[src/sv/scaffold_gap_splitter_assert.svh]
// Assertion macros shared by the splitter modules. Each module that uses
// them provides signals named clk and rst_n.
`ifndef SCAFFOLD_GAP_SPLITTER_ASSERT_SVH
`define SCAFFOLD_GAP_SPLITTER_ASSERT_SVH

// The consequent must hold in the same cycle as the antecedent.
`define SGS_ASSERT_IMP(label, ante, cons) \
    label: assert property (@(posedge clk) disable iff (!rst_n) (ante) |-> (cons)) \
        else $error("splitter assertion failed: same-cycle implication");

// The consequent must hold in the cycle after the antecedent.
`define SGS_ASSERT_NEXT(label, ante, cons) \
    label: assert property (@(posedge clk) disable iff (!rst_n) (ante) |=> (cons)) \
        else $error("splitter assertion failed: next-cycle implication");

`endif

[src/sv/sgs_pkg.sv]
package sgs_pkg;

    // Width of a reported segment length and of the threshold register.
    localparam int OUT_LEN_W = 32;

    // Most segments one character can close.
    localparam int SLOTS = 3;
    localparam int SLOT_CNT_W = 2;

    // Bundles buffered between the front and the back.
    localparam int QUEUE_DEPTH = 4;
    localparam int QUEUE_PTR_W = $clog2(QUEUE_DEPTH);
    localparam int QUEUE_CNT_W = $clog2(QUEUE_DEPTH + 1);

    localparam logic [OUT_LEN_W-1:0] GAP_THRESHOLD_RESET = 32'd20;

    // Register index, taken from bit 2 of the byte address.
    localparam logic REG_GAP_THRESHOLD = 1'b0;

    typedef enum logic {
        KIND_CONTIG = 1'b0,
        KIND_GAP    = 1'b1
    } seg_kind_t;

    typedef struct packed {
        seg_kind_t            kind;
        logic [OUT_LEN_W-1:0] length;
        logic                 last;
    } seg_t;

    // All segments produced by one accepted character, oldest in slot 0.
    typedef struct packed {
        logic [SLOT_CNT_W-1:0] count;
        seg_t [SLOTS-1:0]      slot;
    } bundle_t;

    // Queue head as seen by the back part.
    typedef struct packed {
        logic    valid;
        bundle_t data;
    } queue_head_t;

    function automatic logic is_acgt(input logic [7:0] c);
        logic hit;
        begin
            case (c) inside
                8'h41, 8'h43, 8'h47, 8'h54,
                8'h61, 8'h63, 8'h67, 8'h74: hit = 1'b1;
                default: hit = 1'b0;
            endcase
            return hit;
        end
    endfunction

endpackage

[src/sv/sgs_front.sv]
`include "scaffold_gap_splitter_assert.svh"

module sgs_front #(
    parameter int LENGTH_WIDTH = 32
) (
    input  logic                            clk,
    input  logic                            rst_n,
    input  logic                            accept,
    input  logic [7:0]                      base,
    input  logic                            last_base,
    input  logic [sgs_pkg::OUT_LEN_W-1:0]   gap_threshold,
    output logic                            bundle_push,
    output sgs_pkg::bundle_t                bundle
);

    localparam int LW   = LENGTH_WIDTH;
    localparam int MAXW = (LW > sgs_pkg::OUT_LEN_W) ? LW : sgs_pkg::OUT_LEN_W;
    localparam int SUMW = LW + 2;
    localparam logic [LW-1:0] CNT_MAX = {LW{1'b1}};

    logic          in_gap_run_reg, in_gap_run_next;
    logic [LW-1:0] gap_run_length_reg, gap_run_length_next;
    logic [LW-1:0] contig_length_reg, contig_length_next;

    logic [SUMW-1:0]                  merge_sum;
    logic [SUMW-1:0]                  contig_inc;
    logic [SUMW-1:0]                  gap_inc;
    logic                             run_splits;
    sgs_pkg::bundle_t                 bundle_c;
    logic [sgs_pkg::SLOT_CNT_W-1:0]   n;

    function automatic logic [sgs_pkg::OUT_LEN_W-1:0] clamp_out(input logic [LW-1:0] v);
        logic [MAXW-1:0] wide;
        begin
            wide = MAXW'(v);
            if (wide > MAXW'({sgs_pkg::OUT_LEN_W{1'b1}}))
                return {sgs_pkg::OUT_LEN_W{1'b1}};
            return wide[sgs_pkg::OUT_LEN_W-1:0];
        end
    endfunction

    function automatic logic [LW-1:0] sat(input logic [SUMW-1:0] s);
        begin
            if (s > SUMW'(CNT_MAX))
                return CNT_MAX;
            return s[LW-1:0];
        end
    endfunction

    assign merge_sum  = SUMW'(contig_length_reg) + SUMW'(gap_run_length_reg) + SUMW'(1);
    assign contig_inc = SUMW'(contig_length_reg) + SUMW'(1);
    assign gap_inc    = SUMW'(gap_run_length_reg) + SUMW'(1);
    assign run_splits = (contig_length_reg == '0) ||
                        (MAXW'(gap_run_length_reg) >= MAXW'(gap_threshold));

    always_comb
    begin
        in_gap_run_next     = in_gap_run_reg;
        gap_run_length_next = gap_run_length_reg;
        contig_length_next  = contig_length_reg;
        bundle_c            = '0;
        n                   = '0;

        if (sgs_pkg::is_acgt(base))
        begin
            if (in_gap_run_reg)
            begin
                if (run_splits)
                begin
                    if (contig_length_reg != '0)
                    begin
                        bundle_c.slot[n].kind   = sgs_pkg::KIND_CONTIG;
                        bundle_c.slot[n].length = clamp_out(contig_length_reg);
                        n = n + 1'b1;
                    end
                    bundle_c.slot[n].kind   = sgs_pkg::KIND_GAP;
                    bundle_c.slot[n].length = clamp_out(gap_run_length_reg);
                    n = n + 1'b1;
                    contig_length_next = LW'(1);
                end
                else
                begin
                    contig_length_next = sat(merge_sum);
                end
                in_gap_run_next     = 1'b0;
                gap_run_length_next = '0;
            end
            else
            begin
                contig_length_next = sat(contig_inc);
            end
        end
        else
        begin
            in_gap_run_next     = 1'b1;
            gap_run_length_next = sat(gap_inc);
        end

        if (last_base)
        begin
            if (contig_length_next != '0)
            begin
                bundle_c.slot[n].kind   = sgs_pkg::KIND_CONTIG;
                bundle_c.slot[n].length = clamp_out(contig_length_next);
                n = n + 1'b1;
            end
            if (in_gap_run_next)
            begin
                bundle_c.slot[n].kind   = sgs_pkg::KIND_GAP;
                bundle_c.slot[n].length = clamp_out(gap_run_length_next);
                n = n + 1'b1;
            end
            if (n != '0)
                bundle_c.slot[n - 1'b1].last = 1'b1;
            in_gap_run_next     = 1'b0;
            gap_run_length_next = '0;
            contig_length_next  = '0;
        end

        bundle_c.count = n;
    end

    always_ff @(posedge clk or negedge rst_n)
    begin
        if (!rst_n)
        begin
            in_gap_run_reg     <= 1'b0;
            gap_run_length_reg <= '0;
            contig_length_reg  <= '0;
        end
        else if (accept)
        begin
            in_gap_run_reg     <= in_gap_run_next;
            gap_run_length_reg <= gap_run_length_next;
            contig_length_reg  <= contig_length_next;
        end
    end

    assign bundle_push = accept && (bundle_c.count != '0);
    assign bundle      = bundle_c;

    // A run length is only carried while a run is open.
    `SGS_ASSERT_IMP(a_run_len_idle, !in_gap_run_reg, gap_run_length_reg == '0)
    // An open run always holds at least one character.
    `SGS_ASSERT_IMP(a_run_len_open, in_gap_run_reg, gap_run_length_reg != '0)

endmodule

[src/sv/sgs_queue.sv]
`include "scaffold_gap_splitter_assert.svh"

module sgs_queue (
    input  logic                  clk,
    input  logic                  rst_n,
    input  logic                  push,
    input  sgs_pkg::bundle_t      push_data,
    input  logic                  take,
    output logic                  full,
    output sgs_pkg::queue_head_t  head
);

    localparam int PW = sgs_pkg::QUEUE_PTR_W;
    localparam int CW = sgs_pkg::QUEUE_CNT_W;

    sgs_pkg::bundle_t store_reg [sgs_pkg::QUEUE_DEPTH];
    logic [PW-1:0]    wr_ptr_reg, wr_ptr_next;
    logic [PW-1:0]    rd_ptr_reg, rd_ptr_next;
    logic [CW-1:0]    count_reg, count_next;
    logic             do_take;

    assign do_take = take && (count_reg != '0);

    always_comb
    begin
        wr_ptr_next = wr_ptr_reg;
        rd_ptr_next = rd_ptr_reg;
        count_next  = count_reg;
        if (push)
            wr_ptr_next = (wr_ptr_reg == PW'(sgs_pkg::QUEUE_DEPTH - 1)) ? '0 : wr_ptr_reg + 1'b1;
        if (do_take)
            rd_ptr_next = (rd_ptr_reg == PW'(sgs_pkg::QUEUE_DEPTH - 1)) ? '0 : rd_ptr_reg + 1'b1;
        if (push && !do_take)
            count_next = count_reg + 1'b1;
        else if (!push && do_take)
            count_next = count_reg - 1'b1;
    end

    always_ff @(posedge clk or negedge rst_n)
    begin
        if (!rst_n)
        begin
            wr_ptr_reg <= '0;
            rd_ptr_reg <= '0;
            count_reg  <= '0;
        end
        else
        begin
            wr_ptr_reg <= wr_ptr_next;
            rd_ptr_reg <= rd_ptr_next;
            count_reg  <= count_next;
        end
    end

    always_ff @(posedge clk)
    begin
        if (push)
            store_reg[wr_ptr_reg] <= push_data;
    end

    assign full       = (count_reg == CW'(sgs_pkg::QUEUE_DEPTH));
    assign head.valid = (count_reg != '0);
    assign head.data  = store_reg[rd_ptr_reg];

    `SGS_ASSERT_IMP(a_queue_bound, 1'b1, count_reg <= CW'(sgs_pkg::QUEUE_DEPTH))
    `SGS_ASSERT_NEXT(a_queue_push, push && !do_take, count_reg != '0)

endmodule

[src/sv/sgs_back.sv]
`include "scaffold_gap_splitter_assert.svh"

module sgs_back (
    input  logic                            clk,
    input  logic                            rst_n,
    input  sgs_pkg::queue_head_t            head,
    output logic                            take,
    input  logic                            pop,
    output logic                            empty,
    output logic                            segment_kind,
    output logic [sgs_pkg::OUT_LEN_W-1:0]   segment_length,
    output logic                            last_segment
);

    localparam int SW = sgs_pkg::SLOT_CNT_W;

    sgs_pkg::bundle_t cur_reg, cur_next;
    logic [SW-1:0]    idx_reg, idx_next;
    logic             valid_reg, valid_next;
    logic             out_xfer;
    logic             at_end;
    sgs_pkg::seg_t    seg;

    assign out_xfer = pop && valid_reg;
    assign at_end   = (idx_reg == cur_reg.count - 1'b1);
    assign take     = head.valid && (!valid_reg || (out_xfer && at_end));

    always_comb
    begin
        cur_next   = cur_reg;
        idx_next   = idx_reg;
        valid_next = valid_reg;
        if (take)
        begin
            cur_next   = head.data;
            idx_next   = '0;
            valid_next = 1'b1;
        end
        else if (out_xfer)
        begin
            if (at_end)
            begin
                valid_next = 1'b0;
                idx_next   = '0;
            end
            else
            begin
                idx_next = idx_reg + 1'b1;
            end
        end
    end

    always_ff @(posedge clk or negedge rst_n)
    begin
        if (!rst_n)
        begin
            idx_reg   <= '0;
            valid_reg <= 1'b0;
        end
        else
        begin
            idx_reg   <= idx_next;
            valid_reg <= valid_next;
        end
    end

    always_ff @(posedge clk)
    begin
        cur_reg <= cur_next;
    end

    assign seg            = cur_reg.slot[idx_reg];
    assign empty          = !valid_reg;
    assign segment_kind   = seg.kind;
    assign segment_length = seg.length;
    assign last_segment   = seg.last;

    // The slot index never runs past the bundle it walks.
    `SGS_ASSERT_IMP(a_idx_in_bundle, valid_reg, idx_reg < cur_reg.count)

endmodule

[src/sv/scaffold_gap_splitter.sv]
// Channel   | Direction | Handshake             | Payload
// ----------+-----------+-----------------------+----------------------------------------
// input     | in        | push / full           | base, last_base
// results   | out       | pop / empty           | segment_kind, segment_length, last_segment
// config    | in        | psel, penable, pready | paddr, pwrite, pwdata, prdata
//
// One character is taken per cycle while full is low; the front updates its run counters in
// the cycle of the transfer and files every segment it closes as one bundle in a four-entry
// queue. The back hands out one segment per cycle while pop is high, so a character that
// closes k segments costs k result transfers; the result port, not the classifier, sets the
// long-run rate. Reset (rst_n low, asynchronous) clears the counters, the queue and the back
// part, and loads the gap threshold with 20.
// full rises only when the queue holds four bundles; a stalled result side then holds
// off new characters while earlier segments are still waiting to be taken.

module scaffold_gap_splitter #(
    parameter int LENGTH_WIDTH = 32
) (
    input  logic                            clk,
    input  logic                            rst_n,

    input  logic                            push,
    output logic                            full,
    input  logic [7:0]                      base,
    input  logic                            last_base,

    output logic                            empty,
    input  logic                            pop,
    output logic                            segment_kind,
    output logic [sgs_pkg::OUT_LEN_W-1:0]   segment_length,
    output logic                            last_segment,

    input  logic                            psel,
    input  logic                            penable,
    input  logic                            pwrite,
    input  logic [2:0]                      paddr,
    input  logic [31:0]                     pwdata,
    output logic [31:0]                     prdata,
    output logic                            pready
);

    logic                          accept;
    logic                          cfg_write;
    logic [sgs_pkg::OUT_LEN_W-1:0] gap_threshold_reg;
    logic                          bundle_push;
    sgs_pkg::bundle_t              bundle;
    sgs_pkg::queue_head_t          head;
    logic                          take;

    // A character transfer happens whenever push is high and the queue has room.
    assign accept = push && !full;

    // The configuration port never waits. Bit 2 of the byte address picks the
    // register; the low two bits are the byte lane within it and are ignored.
    assign pready    = 1'b1;
    assign cfg_write = psel && penable && pwrite && pready;

    always_ff @(posedge clk or negedge rst_n)
    begin
        if (!rst_n)
            gap_threshold_reg <= sgs_pkg::GAP_THRESHOLD_RESET;
        else if (cfg_write && (paddr[2] == sgs_pkg::REG_GAP_THRESHOLD))
            gap_threshold_reg <= pwdata;
    end

    assign prdata = (paddr[2] == sgs_pkg::REG_GAP_THRESHOLD) ? gap_threshold_reg : '0;

    // Front: classifies each character and closes contig and gap segments.
    sgs_front #(
        .LENGTH_WIDTH (LENGTH_WIDTH)
    ) u_front (
        .clk           (clk),
        .rst_n         (rst_n),
        .accept        (accept),
        .base          (base),
        .last_base     (last_base),
        .gap_threshold (gap_threshold_reg),
        .bundle_push   (bundle_push),
        .bundle        (bundle)
    );

    // Queue between the two halves, so either may stall without the other.
    sgs_queue u_queue (
        .clk       (clk),
        .rst_n     (rst_n),
        .push      (bundle_push),
        .push_data (bundle),
        .take      (take),
        .full      (full),
        .head      (head)
    );

    // Back: walks a bundle and presents one segment per result transfer.
    sgs_back u_back (
        .clk            (clk),
        .rst_n          (rst_n),
        .head           (head),
        .take           (take),
        .pop            (pop),
        .empty          (empty),
        .segment_kind   (segment_kind),
        .segment_length (segment_length),
        .last_segment   (last_segment)
    );

endmodule
[config.mk]
export PLATFORM = sky130hd
export DESIGN_NAME = scaffold_gap_splitter
export DESIGN_NICKNAME = d
export VERILOG_FILES = /design/src/sv/sgs_pkg.sv /design/src/sv/sgs_front.sv /design/src/sv/sgs_queue.sv /design/src/sv/sgs_back.sv /design/src/sv/scaffold_gap_splitter.sv
export VERILOG_INCLUDE_DIRS = /design/src /design/src/sv
export SDC_FILE = /design/constraint.sdc
export NUM_CORES = 1
export LEC_CHECK = 0
export BUFFER_PORTS_ARGS = -buffer_cell sky130_fd_sc_hd__buf_2
export CELL_PAD_IN_SITES_DETAIL_PLACEMENT = 0
export CELL_PAD_IN_SITES_GLOBAL_PLACEMENT = 1
export CORE_ASPECT_RATIO = 1.25
export CORE_UTILIZATION = 52
export DETAILED_ROUTE_END_ITERATION = 8
export PLACE_DENSITY_LB_ADDON = 0.1
export SETUP_SLACK_MARGIN = 0.4
export SLEW_MARGIN = 5
export SYNTH_ARGS = -nofsm -noshare
export SYNTH_HDL_FRONTEND = slang
export SYNTH_SLANG_ARGS = --single-unit
export TNS_END_PERCENT = 10
[constraint.sdc]
create_clock -name clk -period 10.7 [get_ports clk]
set_input_delay 1.07 -clock clk [delete_from_list [all_inputs] [get_ports clk]]
set_output_delay 1.07 -clock clk [all_outputs]
set_load 0.1 [all_outputs]
Word level (Yosys, flattened, before mapping)
Memory sizes are Yosys's and may differ from the RTL's. A register that Yosys moved wholly into a read port is not among the register bits. Cells that the tools add are included.

$add $sub $neg: 14. Magnitude comparators: 17. Equal/unequal tests: 12. Mux-type cells: 116. Bitwise gates (word level): 1. Reduce and logical (&&, ||, !) cells: 32.

Operators with widths (number): $mux W32 (30); $mux W102 (9); $bwmux W102 (7); $demux W34 S2 (7); $mux W33 (6); $mux W34 (4); $gt A32 B32 Y1 const B (4); $gt A34 B32 Y1 const B (3); $bmux W34 S2 (1); $add A32 B1 Y33 const B (2); $eq A8 B7 Y1 const B (8); $reduce_bool A32 Y1 (2); $add A34 B1 Y34 const B (1); $mux W1 (34); $add A32 B32 Y33 (1); $ge A32 B32 Y1 (1); $logic_not A32 Y1 (1); $mux W2 (16); $logic_and A1 B1 Y1 (15); $lt A2 B3 Y1 const B (5); $add A2 B1 Y2 const B (6); $reduce_bool A2 Y1 (5); $ge A2 B1 Y1 const B (4); $reduce_or A8 Y1 (1); other kinds (12) (19).

Register bits after elaboration: 107. Bits in writable memories: 416. Input port bits: 51. Memories: 1.

Memory list: u_queue.store_reg (words 4, width 104, read ports 1, clocked after Yosys merged registers in 1, wr ports 1, RTL line sgs_queue.sv:16) `sgs_pkg::bundle_t store_reg [sgs_pkg::QUEUE_DEPTH];`.

Logic depth before layout (Yosys ltp)
Depth in word-level cells: 28. Depth in mapped cells: 31.

Cells and area by module
A second synthesis with hierarchy kept.

Cells, all modules: 2526. Area total of the unflattened synthesis: 31939.4 um^2.

Modules (own cells, without submodules): sgs_queue (times used 1, cells each 581, area each 15406.0 um^2); sgs_front (times used 1, cells each 1598, area each 10920.5 um^2); sgs_back (times used 1, cells each 241, area each 4050.1 um^2); scaffold_gap_splitter (times used 1, cells each 106, area each 1562.7 um^2).

Worst setup path before layout
Ideal clock, no wire load.

Path type: register -> register. Start: register u_front.contig_length_reg[0]. End: memory u_queue.store_reg[0][0] (netlist name), enable pin. Arrival time: 7841 ps. Setup slack: 2384 ps. Stages on the path, launching flop included: 24. Cells stage by stage: dfrtp_1 ha_1 inv_1 fa_1 nand2b_1 a211oi_4 o211ai_1 nand3_1 or4b_1 nand4b_4 or4b_4 or3_1 a221oi_2 o22ai_2 and4bb_1 and4_4 nand2_2 and2_1 inv_1 ha_1 o21ai_0 o2bb2ai_1 a21oi_4 and2_1.

Word-level cells in the longest chain between the ends: 22. Elaborated cells between the ends (all ways): 40. Those cells by class: add/sub: 6; order compare: 2; mux: 26; reduce/logical: 6.

RTL lines: from (decl) (RTL line sgs_front.sv:23) `logic [LW-1:0] contig_length_reg, contig_length_next;`; from (signal assigned) (RTL line sgs_front.sv:135) `contig_length_reg <= contig_length_next;`; $add A32 B32 Y33 (RTL line sgs_front.sv:50) `assign merge_sum = SUMW'(contig_length_reg) + SUMW'(gap_run_length_reg) + SUMW'(1);`; $add A34 B1 Y34 (RTL line sgs_front.sv:50); $gt A34 B32 Y1 (RTL line sgs_front.sv:44) `if (s > SUMW'(CNT_MAX))`; $mux W1 (RTL line sgs_front.sv:44); $mux W1 (RTL line sgs_front.sv:68) `if (run_splits)`; $mux W1 (RTL line sgs_front.sv:66) `if (in_gap_run_reg)`; $mux W1 (RTL line sgs_front.sv:64) `if (sgs_pkg::is_acgt(base))`; $mux W32 (RTL line sgs_front.sv:46) `return s[LW-1:0];`; [7 not listed]; $mux W2 (RTL line sgs_front.sv:107) `if (in_gap_run_next)`; $mux W2 (RTL line sgs_front.sv:99) `if (last_base)`; $mux W2 (*) (RTL line sgs_front.sv:99); $reduce_bool A2 Y1 (*) (RTL line sgs_front.sv:139) `assign bundle_push = accept && (bundle_c.count != '0);`; $logic_and A1 B1 Y1 (*) (RTL line sgs_front.sv:139); named net bundle_push (RTL line scaffold_gap_splitter.sv:45) `logic bundle_push;`; $mux W1 (*) (RTL line sgs_queue.sv:57) `if (push)`; $mux W1 (implied by the code) (*) (RTL line sgs_queue.sv:58) `store_reg[wr_ptr_reg] <= push_data;`; to (decl) (RTL line sgs_queue.sv:16).

Mark *: on every way through the listed nets, which the timed path passes. The rest lies on a longest branch. The select of a mux whose other input is x is not followed.

==> run_results.csv <==
group,metric,value,unit
outcome,outcome,"finished clean",
clocking,post_cts_buffers,0,
logic_synthesis,synth_area_leaders,"edfxtp_1, dfrtp_1, mux4_2",
critical_path,r2r-start,"u_front.gap_run_length_reg[16]",
sta,timing_max_transition_violations_final,0,
cells_and_area,largest_reg_flops,416,
cells_and_area,diodes,0,
logic_synthesis,yosysMostFrequentCell,"edfxtp_1",
logic_synthesis,yosys-top-cells-count,"edfxtp_1, nand2_1, o21ai_0, nor2_1, a21oi_1",
drt,drc,0,
critical_path,crit_cells,22,
logic_synthesis,synth-async-reset-ratio,17.1,%
pwr,p_leak,12.9,nW
sta,fin_ws,1.36,ns
worst_hold_path,hp-class,"input port to async pin",
critical_path,start_kind,"flop",
drt,wl_met2,45000,um
drt,met3_length,4970,um
cells_and_area,area_growth,10.8,%
global_routing,grt_max_degree,67,
sta,slew_headroom,24.0,%
critical_path,path_class,"flop to flop",
placed_design,place_area,0.0335,sq mm
drt,wirelength,91900,um
floorplanning,fp.dieH,280,um
job,maxCapViolations,0,
cells_and_area,utilization,58.4,%
logic_synthesis,yosysWarnings,0,
floorplanning,die_area,0.0627,sq mm
critical_path,endpoint_kind,"flop",
clocking,cts_tree,"done",
placed_design,place_inst,3369,
floorplanning,num_io_pins,120,
sta,max_freq,0.107,GHz
logic_synthesis,ys_seq_elements,627,
cells_and_area,finalInstanceArea,0.0355,sq mm
clocking,htree_levels,2,
logic_synthesis,yosys.area.top_type,"edfxtp_1",
cells_and_area,fin_cells,3480,
clocking,clockRootBuffer,"clkbuf_16",
placed_design,dp_hpwl,64200,um
clocking,hold_buffers,0,
critical_path,path_delay_family,"simple AND/OR/NAND/NOR gates",
critical_path,endpoint,"u_queue.store_reg[3][60]",
sta,final-hold-violation-count,0,
sta,fin_tns_setup,0,ns
floorplanning,core_area,0.0609,sq mm
clocking,clock_latency,0.65,ns
clocking,cts_resized,0,
sta,fin_crit,9.34,ns
critical_path,worst_path_max_delay_cell,"nand4bb_1",
critical_path,path_buf_inv,2,
global_routing,grt_util_all_layers,29.6,%
sta,worstMarginPinSlew,1.14,ns
drt,drt_iter0_drc,1783,
cells_and_area,finalNetCount,2741,
drt,wl_met1,38000,um
drt,ant_nets,0,
clocking,clk_path_buf_depth,3,
sta,setup_viol,0,
critical_path,cp-startpoint,"u_front.gap_run_length_reg[16]",
global_routing,grt_pass1_wl,138000,um
logic_synthesis,synth_ff_type,"edfxtp_1",
drt,vias,21949,
sta,rsz0062_at_grt,"false",
critical_path,cpPeakStageDelay,0.85,ns
logic_synthesis,syn_inst,2539,
drt,highest_layer,"met4",
drt,dr.pass1.iters,7,
floorplanning,fp-row-count,101,
drt,wl_per_cell,26.4,um
critical_path,crit_chain,"ha_1 -> nand4_1 -> nor2_1 -> o2111ai_1 -> nand3_1 -> xor2_1 -> and4bb_2 -> nand4b_1 -> nand4bb_1 -> and2_4 -> o31ai_2 -> nand2_1 -> nor4_4 -> nand2_2 -> and2_1 -> inv_1 -> ha_1 -> buf_4 -> nand2_1 -> and3_1 -> a22o_1 -> a22oi_1",
global_routing,grt_overflow,0,
logic_synthesis,ys_types,106,
global_routing,antenna_found_initial,0,
sta,timing.final.crit_share,87.3,%
logic_synthesis,netlist_area,0.0321,sq mm
critical_path,rrSetupSlack,1.36,ns
placed_design,place_ws,1.63,ns
drt,avgViaCountPerCell,6.31,
pwr,finalPower,8.95,mW
logic_synthesis,syn_nets,2673,
pwr,peakVddDrop,180,uV
sta,clock_skew,0.0457,ns
clocking,cts.sinks,627,
cells_and_area,drive_gt1_share,18.8,%
pwr,power_density,252,mW/mm^2
critical_path,arrival,9.70,ns
clocking,cts_made_buffers,60,
logic_synthesis,synth.avg_cell_area,12.6,sq um
floorplanning,die_width,224,um
logic_synthesis,ys_seq_area_share,57.0,%
logic_synthesis,synth_edf_count,520,
global_routing,grt_pass1_vias,21903,
logic_synthesis,synth.top_cell.area_share,48.7,%
placed_design,routabilityCongestion,0.911,
sta,hold_slack,0.499,ns
floorplanning,start_util,52.7,%
critical_path,rr_worst_depth,22,
clocking,path_clk_slew,0.06,ns
critical_path,required,11.05,ns
critical_path,worstReg2RegEnd,"u_queue.store_reg[3][60]",
placed_design,io_buffers,115,
critical_path,cp_max_fo,32,
[worst register-to-register path: cells and delay by family (launching register included)]
family,cells,cell delay [ns]
fa+ha+maj,2,0.77
flops,1,0.62
xor+xnor,1,0.36
buf+inv,2,0.47
simple gates,13,4.90
compound gates,4,1.95
[per-layer routing]
| layer | vias to the layer above | track usage (%) |
|---|---|---|
| li1 | 9920 | - |
| met1 | 11107 | 39.2 |
| met2 | 760 | 49.2 |
| met3 | 162 | 3.86 |
| met4 | 0 | 12.3 |
| met5 | - | 0 |
[worst min-delay path by stage]
| stage | to | cells past startpoint | startpoint | slack (ns) |
|---|---|---|---|---|
| final | u_queue.count_reg[0] | 1 | rst_n | 0.50 |
| after CTS | u_queue.count_reg[2] | 1 | u_queue.count_reg[2] | 0.51 |
| after global placement | u_queue.count_reg[2] | 1 | u_queue.count_reg[2] | 0.48 |
| after global routing | gap_threshold_reg[9] | 1 | gap_threshold_reg[9] | 0.51 |
| after detailed placement | gap_threshold_reg[20] | 1 | gap_threshold_reg[20] | 0.49 |
| after floorplan | u_queue.count_reg[2] | 1 | u_queue.count_reg[2] | 0.46 |
[final cells by class]
class / instances / area, sq um
clock buffers: 79 / 1610
clock inverters: 32 / 385
fillers: 4948 / 25400
inverters: 66 / 248
multi-input cells: 1682 / 12900
flip-flops and latches: 627 / 18300
well taps: 824 / 1030
repair buffers: 170 / 1050
[placed cells by master, fill, tap and decap left out, drive strengths merged, types with 13 or more instances in the layout]
| cell type | synthesis | final |
|---|---|---|
| nor4 | 16 | 16 |
| clkinv | 1 | 22 |
| a22o | 50 | 50 |
| a22oi | 34 | 34 |
| dfrtp | 105 | 105 |
| or2 | 13 | 13 |
| mux2i | 38 | 38 |
| mux4 | 104 | 104 |
| nor2 | 150 | 150 |
| ha | 81 | 81 |
| a221oi | 37 | 37 |
| nand4 | 33 | 33 |
| xor2 | 34 | 34 |
| nand2b | 15 | 15 |
| a21o | 17 | 17 |
| o21a | 14 | 14 |
| nor2b | 14 | 14 |
| nand3 | 50 | 50 |
| nand2 | 242 | 242 |
| inv | 65 | 67 |
| clkbuf | 120 | 79 |
| buf | 44 | 170 |
| xnor2 | 57 | 57 |
| a211oi | 17 | 17 |
| and3 | 31 | 31 |
| mux2 | 39 | 39 |
| o22ai | 51 | 51 |
| nor3 | 28 | 28 |
| o21ai | 211 | 211 |
| and2 | 21 | 21 |
| or3 | 17 | 17 |
| edfxtp | 520 | 520 |
| a21oi | 131 | 131 |
[power breakdown]
group / internal (mW) / switching [mW] / total [mW]
Sequential: 3.29 / 0.255 / 3.55
Clock: 1.21 / 0.915 / 2.13
Combinational: 1.01 / 2.26 / 3.27
[cells by family (layout without fill, tap and decap cells)]
group / after synthesis / after routing / synth area share [%]
AND/OR/NAND/NOR: 671 / 671 / 10.3
AO/OA/AOI/OAI: 655 / 655 / 14.1
flip-flops: 627 / 627 / 57.0
buffers and inverters: 230 / 347 / 2.88
multiplexers: 181 / 181 / 9.85
XOR/XNOR: 91 / 91 / 2.51
adder cells (fa/ha/maj): 83 / 83 / 3.28
other: 1 / 1 / 0.0117
Power figures use the tool's default switching activity.
